$ cat src/sv/assert_macros.svh
// assertion macros shared by the rtl of the prewitt x window filter
// no dependencies; include by bare file name inside a module body
`ifndef ASSERT_MACROS_SVH
`define ASSERT_MACROS_SVH

// concurrent check on the rising clock edge, idle while reset is high
`define ASSERT_CLK(label, prop, msg) \
  label: assert property (@(posedge clk) disable iff (rst) prop) \
    else $error(msg);

// concurrent check that also runs through reset
`define ASSERT_ALWAYS(label, prop, msg) \
  label: assert property (@(posedge clk) prop) else $error(msg);

`endif

$ cat src/sv/pxw_pkg.sv
// shared constants and types for the prewitt x window filter
// no dependencies
`timescale 1ns / 1ps

package pxw_pkg;

  localparam int MAX_WIDTH  = 1024;
  localparam int ADDR_BITS  = $clog2(MAX_WIDTH);
  localparam int PIXEL_BITS = 8;
  localparam int WIN        = 3;
  localparam int SUM_BITS   = PIXEL_BITS + 2;
  localparam int EDGE_BITS  = 11;
  localparam int WIDTH_BITS = 11;
  localparam int HEIGHT_BITS = 12;
  localparam int CFG_BITS   = 12;

  localparam logic [WIDTH_BITS-1:0]  WIDTH_RESET  = WIDTH_BITS'(6);
  localparam logic [HEIGHT_BITS-1:0] HEIGHT_RESET = HEIGHT_BITS'(6);
  localparam logic [WIDTH_BITS-1:0]  WIDTH_MIN    = WIDTH_BITS'(WIN);
  localparam logic [WIDTH_BITS-1:0]  WIDTH_MAX    = WIDTH_BITS'(MAX_WIDTH);
  localparam logic [HEIGHT_BITS-1:0] HEIGHT_MIN   = HEIGHT_BITS'(WIN);

  typedef enum logic [0:0] {
    REG_WIDTH  = 1'b0,
    REG_HEIGHT = 1'b1
  } cfg_reg_t;

  typedef logic [ADDR_BITS-1:0]  addr_t;
  typedef logic [PIXEL_BITS-1:0] pixel_t;
  typedef logic [SUM_BITS-1:0]   sum_t;

  // per word status carried from the scan stage into the gradient stage
  typedef struct packed {
    logic has_result;
    logic last;
  } tag_t;

endpackage

$ cat src/sv/pxw_gradient.sv
// column sums of the window, gradient and output register
// depends on pxw_pkg and assert_macros.svh
`timescale 1ns / 1ps

module pxw_gradient (
  input  logic                       clk,
  input  logic                       rst,
  input  logic                       adv,
  input  pxw_pkg::tag_t              tag,
  input  pxw_pkg::pixel_t            top,
  input  pxw_pkg::pixel_t            mid,
  input  pxw_pkg::pixel_t            pix,
  output logic                       out_free,
  output logic                       edge_valid,
  input  logic                       edge_stall,
  output logic signed [pxw_pkg::EDGE_BITS-1:0] edge_value,
  output logic                       last_of_frame
);
  import pxw_pkg::*;
  `include "assert_macros.svh"

  sum_t col1_sum;
  sum_t col2_sum;
  sum_t right_sum;
  logic [EDGE_BITS-1:0] diff;

  assign right_sum = SUM_BITS'(top) + SUM_BITS'(mid) + SUM_BITS'(pix);
  assign diff = EDGE_BITS'(col1_sum) - EDGE_BITS'(right_sum);
  assign out_free = !edge_valid || !edge_stall;

  always_ff @(posedge clk) begin
    if (rst) begin
      col1_sum <= '0;
      col2_sum <= '0;
    end else if (adv) begin
      col1_sum <= col2_sum;
      col2_sum <= right_sum;
    end
  end

  always_ff @(posedge clk) begin
    if (rst) begin
      edge_valid <= 1'b0;
    end else if (adv && tag.has_result) begin
      edge_valid <= 1'b1;
    end else if (!edge_stall) begin
      edge_valid <= 1'b0;
    end
  end

  always_ff @(posedge clk) begin
    if (adv && tag.has_result) begin
      edge_value    <= signed'(diff);
      last_of_frame <= tag.last;
    end
  end

  `ASSERT_CLK(a_no_overwrite, adv |-> out_free, "word advanced into a held output")
  `ASSERT_CLK(a_result_loads, (adv && tag.has_result) |=> edge_valid, "result word lost")

endmodule
$ cat config.mk
export PLATFORM = sky130hd
export DESIGN_NAME = pxw_gradient
export DESIGN_NICKNAME = d
export VERILOG_FILES = /design/src/sv/pxw_pkg.sv /design/src/sv/pxw_gradient.sv
export VERILOG_INCLUDE_DIRS = /design/src /design/src/sv
export SDC_FILE = /design/constraint.sdc
export NUM_CORES = 1
export LEC_CHECK = 0
export ABC_CLOCK_PERIOD_IN_PS = 3600
export BUFFER_PORTS_ARGS = -buffer_cell sky130_fd_sc_hd__buf_2
export CAP_MARGIN = 20
export CORE_AREA = 5 5 69 71
export CTS_BUF_LIST = sky130_fd_sc_hd__clkbuf_8
export CTS_CLUSTER_DIAMETER = 60
export CTS_CLUSTER_SIZE = 10
export DETAILED_ROUTE_END_ITERATION = 8
export DIE_AREA = 0 0 74 76
export GPL_ROUTABILITY_DRIVEN = 0
export GPL_TIMING_DRIVEN = 0
export PLACE_DENSITY = 0.77
export SETUP_SLACK_MARGIN = 0.05
export SLEW_MARGIN = 20
export SYNTH_ARGS = -nofsm -noshare
export SYNTH_HDL_FRONTEND = slang
export SYNTH_SLANG_ARGS = --single-unit
$ cat constraint.sdc
create_clock -name clk -period 3.6 [get_ports clk]
set_input_delay 0.36 -clock clk [delete_from_list [all_inputs] [get_ports clk]]
set_output_delay 0.36 -clock clk [all_outputs]
set_load 0.005 [all_outputs]
# == Yosys cells after proc, flatten, opt, wreduce, memory -nomap -nowiden ==
# Cells that the tools add are included.
# word_totals
ff_bits,33
# classes
n_reduce_logical,4
addsub,3
n_eq_ne,1
n_mux,2
# ops
cell,n
$sub 10x10->11,1
$add 9x8->10,1
$add 8x8->9,1
$logic_not 1->1,2
$mux 1,2
$ne 2x1->1 const B,1
$logic_and 1x1->1,1
$logic_or 1x1->1,1

# == Logic depth before layout (Yosys ltp) ==
# Gate-level depths: netlist of run 1.
# depth
depth_word,3
mapped_depth,16

# == Worst setup path before layout of run 1 ==
# Ideal clock, no wire load.
# synth_timing
path_type,input to register
from,input port top[1]
to,register edge_value[9] (netlist name) (data pin)
setup_ps,258
setup_slack_ps,-102
path_buffers,0
t_arrival_ps,3444
required_ps,3342
path_stages,15
cell_sequence,inv_1 -> fa_1 -> inv_1 -> ha_1 -> fa_1 -> a21o_2 -> a21oi_1 -> xor2_1 -> ha_1 -> a21oi_1 -> a21oi_1 -> maj3_2 -> maj3_2 -> a21oi_2 -> xnor2_1
# synth_via
elab_chain_cells,3
# synth_lines
element,line,text
start: declaration,pxw_gradient.sv:10,"input pxw_pkg::pixel_t top,"
$add 8x8->9,pxw_gradient.sv:27,assign right_sum = SUM_BITS'(top) + SUM_BITS'(mid) + SUM_BITS'(pix);
$add 9x8->10,pxw_gradient.sv:27,
$sub 10x10->11,pxw_gradient.sv:28,assign diff = EDGE_BITS'(col1_sum) - EDGE_BITS'(right_sum);
named net diff[9],pxw_gradient.sv:25,logic [EDGE_BITS-1:0] diff;
end signal: assignment,pxw_gradient.sv:53,edge_value <= signed'(diff);
end: declaration,pxw_gradient.sv:16,"output logic signed [pxw_pkg::EDGE_BITS-1:0] edge_value,"
# The timed path passes the listed nets, and every way through them passes these cells.
# A chain may end at the register's enable or synchronous reset.

# == Final worst setup path of run 1 ==
# Ends and elaborated chain as after synthesis.

==> qor.yml, run 1 <==
run_status: "finished, final reports clean"
critPathKind: "in2reg"
port_buffers: 42
r2r-end: "edge_value[8]"
finalPower_w: 0.00126
clock_path_buffers: 2
clock_latency_ps: 280
reg2reg_from: "col1_sum[0]"
final_cell_mix: "buf_2, nor2_1, dfxtp_1"
htreeDepth: 2
fin_cells: 301
clkPwrFrac_pct: 21.3
utilization_pct: 60.4
max_freq_mhz: 289
io_pins: 44
peakVddDrop_v: 0.000184
grt_antenna_before_repair: 0
dpl_cell_area_um2: 2290
drt-initial-drc-count: 45
grt_pass1_vias: 1476
cts_sinks: 33
final_common_cell: "buf_2"
whs_endpoint: "last_of_frame"
via_per_inst: 4.83
synth_edf_count: 12
p_per_area_nw_per_um2: 498
routedWlPerCell_um: 11.6
remaining_drc_errors: 0
synth_seq_cells: 33
post-route-period-util_pct: 96.0
drt-pass1-iter-count: 4
cpLargestDelayFamily: "adder cells"
cp_max_fo: 2
dominantRegCellSynth: "dfxtp_1"
end_kind: "register"
post-route-min-period_ps: 3450
finalMaxSlewViolations: 0
fin_area_um2: 2520
crit_buf_inv: 3
rows: 24
numCtsBuffers: 5
core_um2: 4170
power.internal_w: 0.000862
ys_warn_count: 0
critPathArrivalTime_ps: 3490
grt_overflow_total: 0
placed_cells: 287
p_leak_nw: 1.15
ctsHoldBuffers: 0
grt_first_pass_wirelength_mm: 5.93
seq_area_frac_synth_pct: 39.0
die_h_um: 76
p_sw_w: 0.000393
crit_slowest_cell: "fa_1"
cp_slowest_stage_delay_ps: 540
layout-drive-gt1-share_pct: 32.5
diodes: 0
r2r_cells: 11
p_seq_share_pct: 37.5
area_delta_synth_final_pct: 25.9
min-delay-start: "tag[0]"
final-setup-viol-count: 0
rsz0062_at_grt: "yes"
clock_skew_ps: 2.42
vias: 1453
wirelength_mm: 3.50
required_ps: 3630
start_util_pct: 48.0
pwr-share-comb_pct: 41.2
crit_top_cell: "a21oi_2"
nets: 304
cts_tree: "done"
setup.worst_path.start_class: "input pin"
hold_path_depth: 1
syn_nets: 248
die-area_um2: 5620
worst_slew_pin_slew_ps: 668
rrSetupSlack_ps: 1180
cts_root_buffer: "clkbuf_8"
clk_pin_slew_ps: 60
ant_nets: 0
avgSynthCellArea_um2: 10.4
ys_types: 32
dp_hpwl_mm: 2.78
netlist_area_um2: 2000
worstHoldPathType: "in2reg"
async_flop_share_pct: 0
maxCapViolations: 0
grt_util_all_layers_pct: 13.5
relSlewSlack_pct: 55.5
syn_inst: 193
crit_chain: "buf_6, inv_2, fa_1, inv_2, ha_4, fa_2, a21o_4, a21oi_4, xor2_2, ha_1, a21oi_2, a21oi_2, maj3_2, maj3_2, a21oi_2, xnor2_1"
grt_max_degree: 13
die_w_um: 74
finalHoldViolCount: 0
p_sw_share_pct: 31.3
[cells in the mapped netlist, types with 2 or more instances]
cell	n	share of area (%)
a211oi_1	3	1.1
a21o_1	3	1.1
a21oi_1	9	2.2
a21oi_2	2	0.87
clkbuf_1	5	0.94
dfxtp_1	21	21
edfxtp_1	12	18
fa_1	10	10
ha_1	15	9.4
inv_1	22	4.1
maj3_2	3	1.7
mux2i_1	16	8.0
nand2_1	4	0.75
nor2_1	28	5.2
nor2b_1	3	0.94
nor3_1	2	0.50
o21a_1	4	1.5
o21ai_0	3	0.75
o21ai_1	2	0.50
o21bai_1	3	1.1
xnor2_1	10	4.4
xor2_1	3	1.3
[final cells by class]
| class | count | area [µm²] |
|---|---|---|
| fillers | 367 | 1650 |
| multi-input cells | 133 | 1210 |
| flip-flops and latches | 33 | 781 |
| repair buffers | 49 | 272 |
| inverters | 22 | 90.1 |
| clock buffers | 6 | 82.6 |
| well taps | 52 | 65.1 |
| plain buffers | 5 | 18.8 |
| clock inverters | 1 | 3.75 |
[state kept, by name, summed over array words and instances, names as in the netlist]
| name | count |
|---|---|
| col1_sum | 10 |
| col2_sum | 10 |
| edge_valid | 1 |
| edge_value | 11 |
| last_of_frame | 1 |
[per-stage QoR]
stage          hold slack (ps)  setup TNS [ps]  worst slack, ps
3_5_place_dp               478            -427             -350
4_1_cts                    248               0             65.9
6_report                   256               0              145
5_1_grt                    245               0             35.8
2_1_floorplan              432               0             7.48
3_3_place_gp               472            -385             -340
[power groups by stage]
stage | sequential [W] | clock (W) | combinational, W
floorplan | 0.000480 | 0 | 0.000337
global placement | 0.000478 | 0 | 0.000431
detailed placement | 0.000479 | 0 | 0.000443
CTS | 0.000471 | 0.000278 | 0.000460
global route | 0.000475 | 0.000291 | 0.000585
finish | 0.000471 | 0.000268 | 0.000517
[worst reg2reg max path: cells and delay by family, from the launching register on]
family          cells  cell delay [ps]
flops               1              310
xor+xnor            1              150
buf+inv             2              110
compound gates      5              800
fa+ha+maj           3              800
[cell families after synthesis]
logic type | share of synthesized area, %
simple gates | 8.50
compound gates | 11.4
flops | 39.0
fa+ha+maj | 21.0
buf+inv | 5.06
mux | 8.56
xor+xnor | 6.50
[worst max path at each step]
stage,startpoint,endpoint,cells after the start
after floorplan,pix[1],edge_value[9],15
after global placement,pix[1],edge_value[9],16
final,top[1],edge_value[9],16
after CTS,pix[1],edge_value[9],16
after global routing,top[1],edge_value[9],16
after detailed placement,pix[1],edge_value[9],16
[metal layers]
layer	up-vias	wire (µm)	global-route usage (%)
li1	760	-	-
met1	647	1540	16.1
met2	39	1640	21.9
met3	7	243	3.83
met4	0	74	6.52
met5	-	0	0
[repair_timing]
item / CTS / global route
gates resized for setup: 1 / 18
setup buffers: 3 / 4
pin swaps: 5 / 14
setup endpoints to repair: 1 / 2
gates cloned: 0 / 0
Power figures use the tool's default switching activity.
==> run 2, diff against run 1 <==
Settings changed: ABC_CLOCK_PERIOD_IN_PS 3600 to 4200, CORE_AREA 5 5 69 71 to 5 5 64 66, DIE_AREA 0 0 74 76 to 0 0 69 71, PLACE_DENSITY 0.77 to 0.85.
Clock period 3.6 ns to 4.2 ns, I/O delays scaled along.
==> run 2 against run 1 <==
  * Clock-buffer cell count unchanged
  * Core utilization increased by 6.6 points
  * Critical path depth unchanged
  * Register-to-register slack improved by 620 ps
  * Setup slack improved by 320 ps
==> qor.yml, run 2 (synthesis gave the netlist of run 1 again) <==
grt_pass1_vias: 1402
grt_util_all_layers_pct: 14.5
remaining_drc_errors: 0
final.setup.tns_ps: 0
critPathKind: "in2reg"
drt-initial-drc-count: 29
rsz0062_at_grt: "no"
critPathArrivalTime_ps: 3760
grt_overflow_total: 0
grt_max_degree: 13
setup.worst_path.start_class: "input pin"
rows: 22
clkPwrFrac_pct: 22.5
peakVddDrop_v: 0.000227
clock_latency_ps: 280
dp_hpwl_mm: 2.74
worstHoldPathType: "in2reg"
placed_cells: 283
core_um2: 3520
cp_max_fo: 3
maxCapViolations: 0
via_per_inst: 5.00
port_buffers: 42
routedWlPerCell_um: 11.3
critPathLaunch: "top[1]"
layout-drive-gt1-share_pct: 23.6
end_kind: "register"
regMostFlops: "edge_value"
start_util_pct: 56.9
fin_cells: 290
r2r-end: "edge_value[8]"
grt_first_pass_wirelength_mm: 5.69
finalMaxSlewViolations: 0
post-route-min-period_ps: 3730
p_sw_share_pct: 30.9
worst_slew_pin_slew_ps: 683
diodes: 0
vias: 1450
die_h_um: 71
p_sw_w: 0.000310
die-area_um2: 4900
finalHoldViolCount: 0
run_status: "finished, final reports clean"
final_common_cell: "buf_2"
wirelength_mm: 3.28
io_pins: 44
ant_nets: 0
ctsHoldBuffers: 0
relSlewSlack_pct: 54.4
p_seq_share_pct: 40.1
htreeDepth: 2
required_ps: 4230
nets: 297
utilization_pct: 67.0
reg2reg_from: "col1_sum[0]"
drt-pass1-iter-count: 4
pwr-share-comb_pct: 37.4
numCtsBuffers: 5
largest_register_ffs: 11
crit_end: "edge_value[9]"
p_leak_nw: 1.10
post-route-period-util_pct: 88.8
power.internal_w: 0.000696
clock_skew_ps: 4.84
rrSetupSlack_ps: 1800
clk_pin_slew_ps: 60
p_per_area_nw_per_um2: 426
clock_path_buffers: 2
dpl_cell_area_um2: 2270
cts_sinks: 33
cts_tree: "done"
cts_resized: 0
cts_root_buffer: "clkbuf_8"
final-setup-viol-count: 0
reg_top3: "edge_value x11, col1_sum x10, col2_sum x10"
die_w_um: 69
r2r_cells: 11
grt_antenna_before_repair: 0
area_delta_synth_final_pct: 17.8
final_cell_mix: "buf_2, nor2_1, inv_1"
max_freq_mhz: 268
fin_area_um2: 2360
post_cts_buffers: 0
[run 2: cell count changes in the layout (fill, tap and decap cells not counted), moves of 2 or more]
cell     change
a21oi_1      +4
ha_4         -2
ha_1         +3
buf_4        -8
buf_2        +2
inv_1        +5
fa_1         +2
fa_2         -2
a21oi_2      -3
inv_2        -4
[run 2: stage by stage]
step | worst slack [ps] | hold slack, ps | total power (W)
2_1_floorplan | 438 | 458 | 0.000698
5_1_grt | 249 | 310 | 0.00108
4_1_cts | 439 | 318 | 0.00102
3_3_place_gp | 169 | 466 | 0.000771
6_report | 470 | 323 | 0.00101
3_5_place_dp | 128 | 477 | 0.000788
[run 2: cell type report]
type                            instances  area (µm²)
Clock buffer                            6        82.6
Timing Repair Buffer                   42         210
Tap cell                               48        60.1
Inverter                               22        82.6
Sequential cell                        33         781
Multi-Input combinational cell        133        1120
Clock inverter                          1        3.75
Fill cell                             306        1160
Buffer                                  5        18.8
[run 2: worst min path at each step]
stage | to | cells after the start | startpoint | slack [ps]
after floorplan | col2_sum[7] | 2 | col2_sum[7] | 460
final | last_of_frame | 1 | tag[0] | 320
after CTS | last_of_frame | 1 | tag[0] | 320
after detailed placement | edge_valid | 2 | edge_valid | 480
after global routing | last_of_frame | 1 | tag[0] | 310
after global placement | edge_valid | 2 | edge_valid | 470
[run 2: power groups by stage]
stage	combinational [W]	clock, W	sequential, W
floorplan	0.000286	0	0.000412
global placement	0.000362	0	0.000409
detailed placement	0.000377	0	0.000411
CTS	0.000380	0.000235	0.000404
global route	0.000425	0.000249	0.000408
finish	0.000376	0.000227	0.000404
[run 2: critical path, cell delays in order]
cell and delay [ps]:
buf_2 70, inv_1 40, fa_1 520, inv_1 40, ha_1 230, fa_1 430, a21o_2 210, a21oi_1 160
xor2_1 230, ha_1 310, a21oi_1 140, a21oi_1 60, maj3_2 350, maj3_2 320, a21oi_2 140, xnor2_1 70
[run 2: per-layer routing]
layer  track usage [%]  vias to the layer above  routed length [µm]
met1              17.0                      642                1500
met3              4.55                       10                 275
met2              23.1                       48                1420
met5                 0                        -                   0
met4              9.11                        0                  93
li1                  -                      750                   -
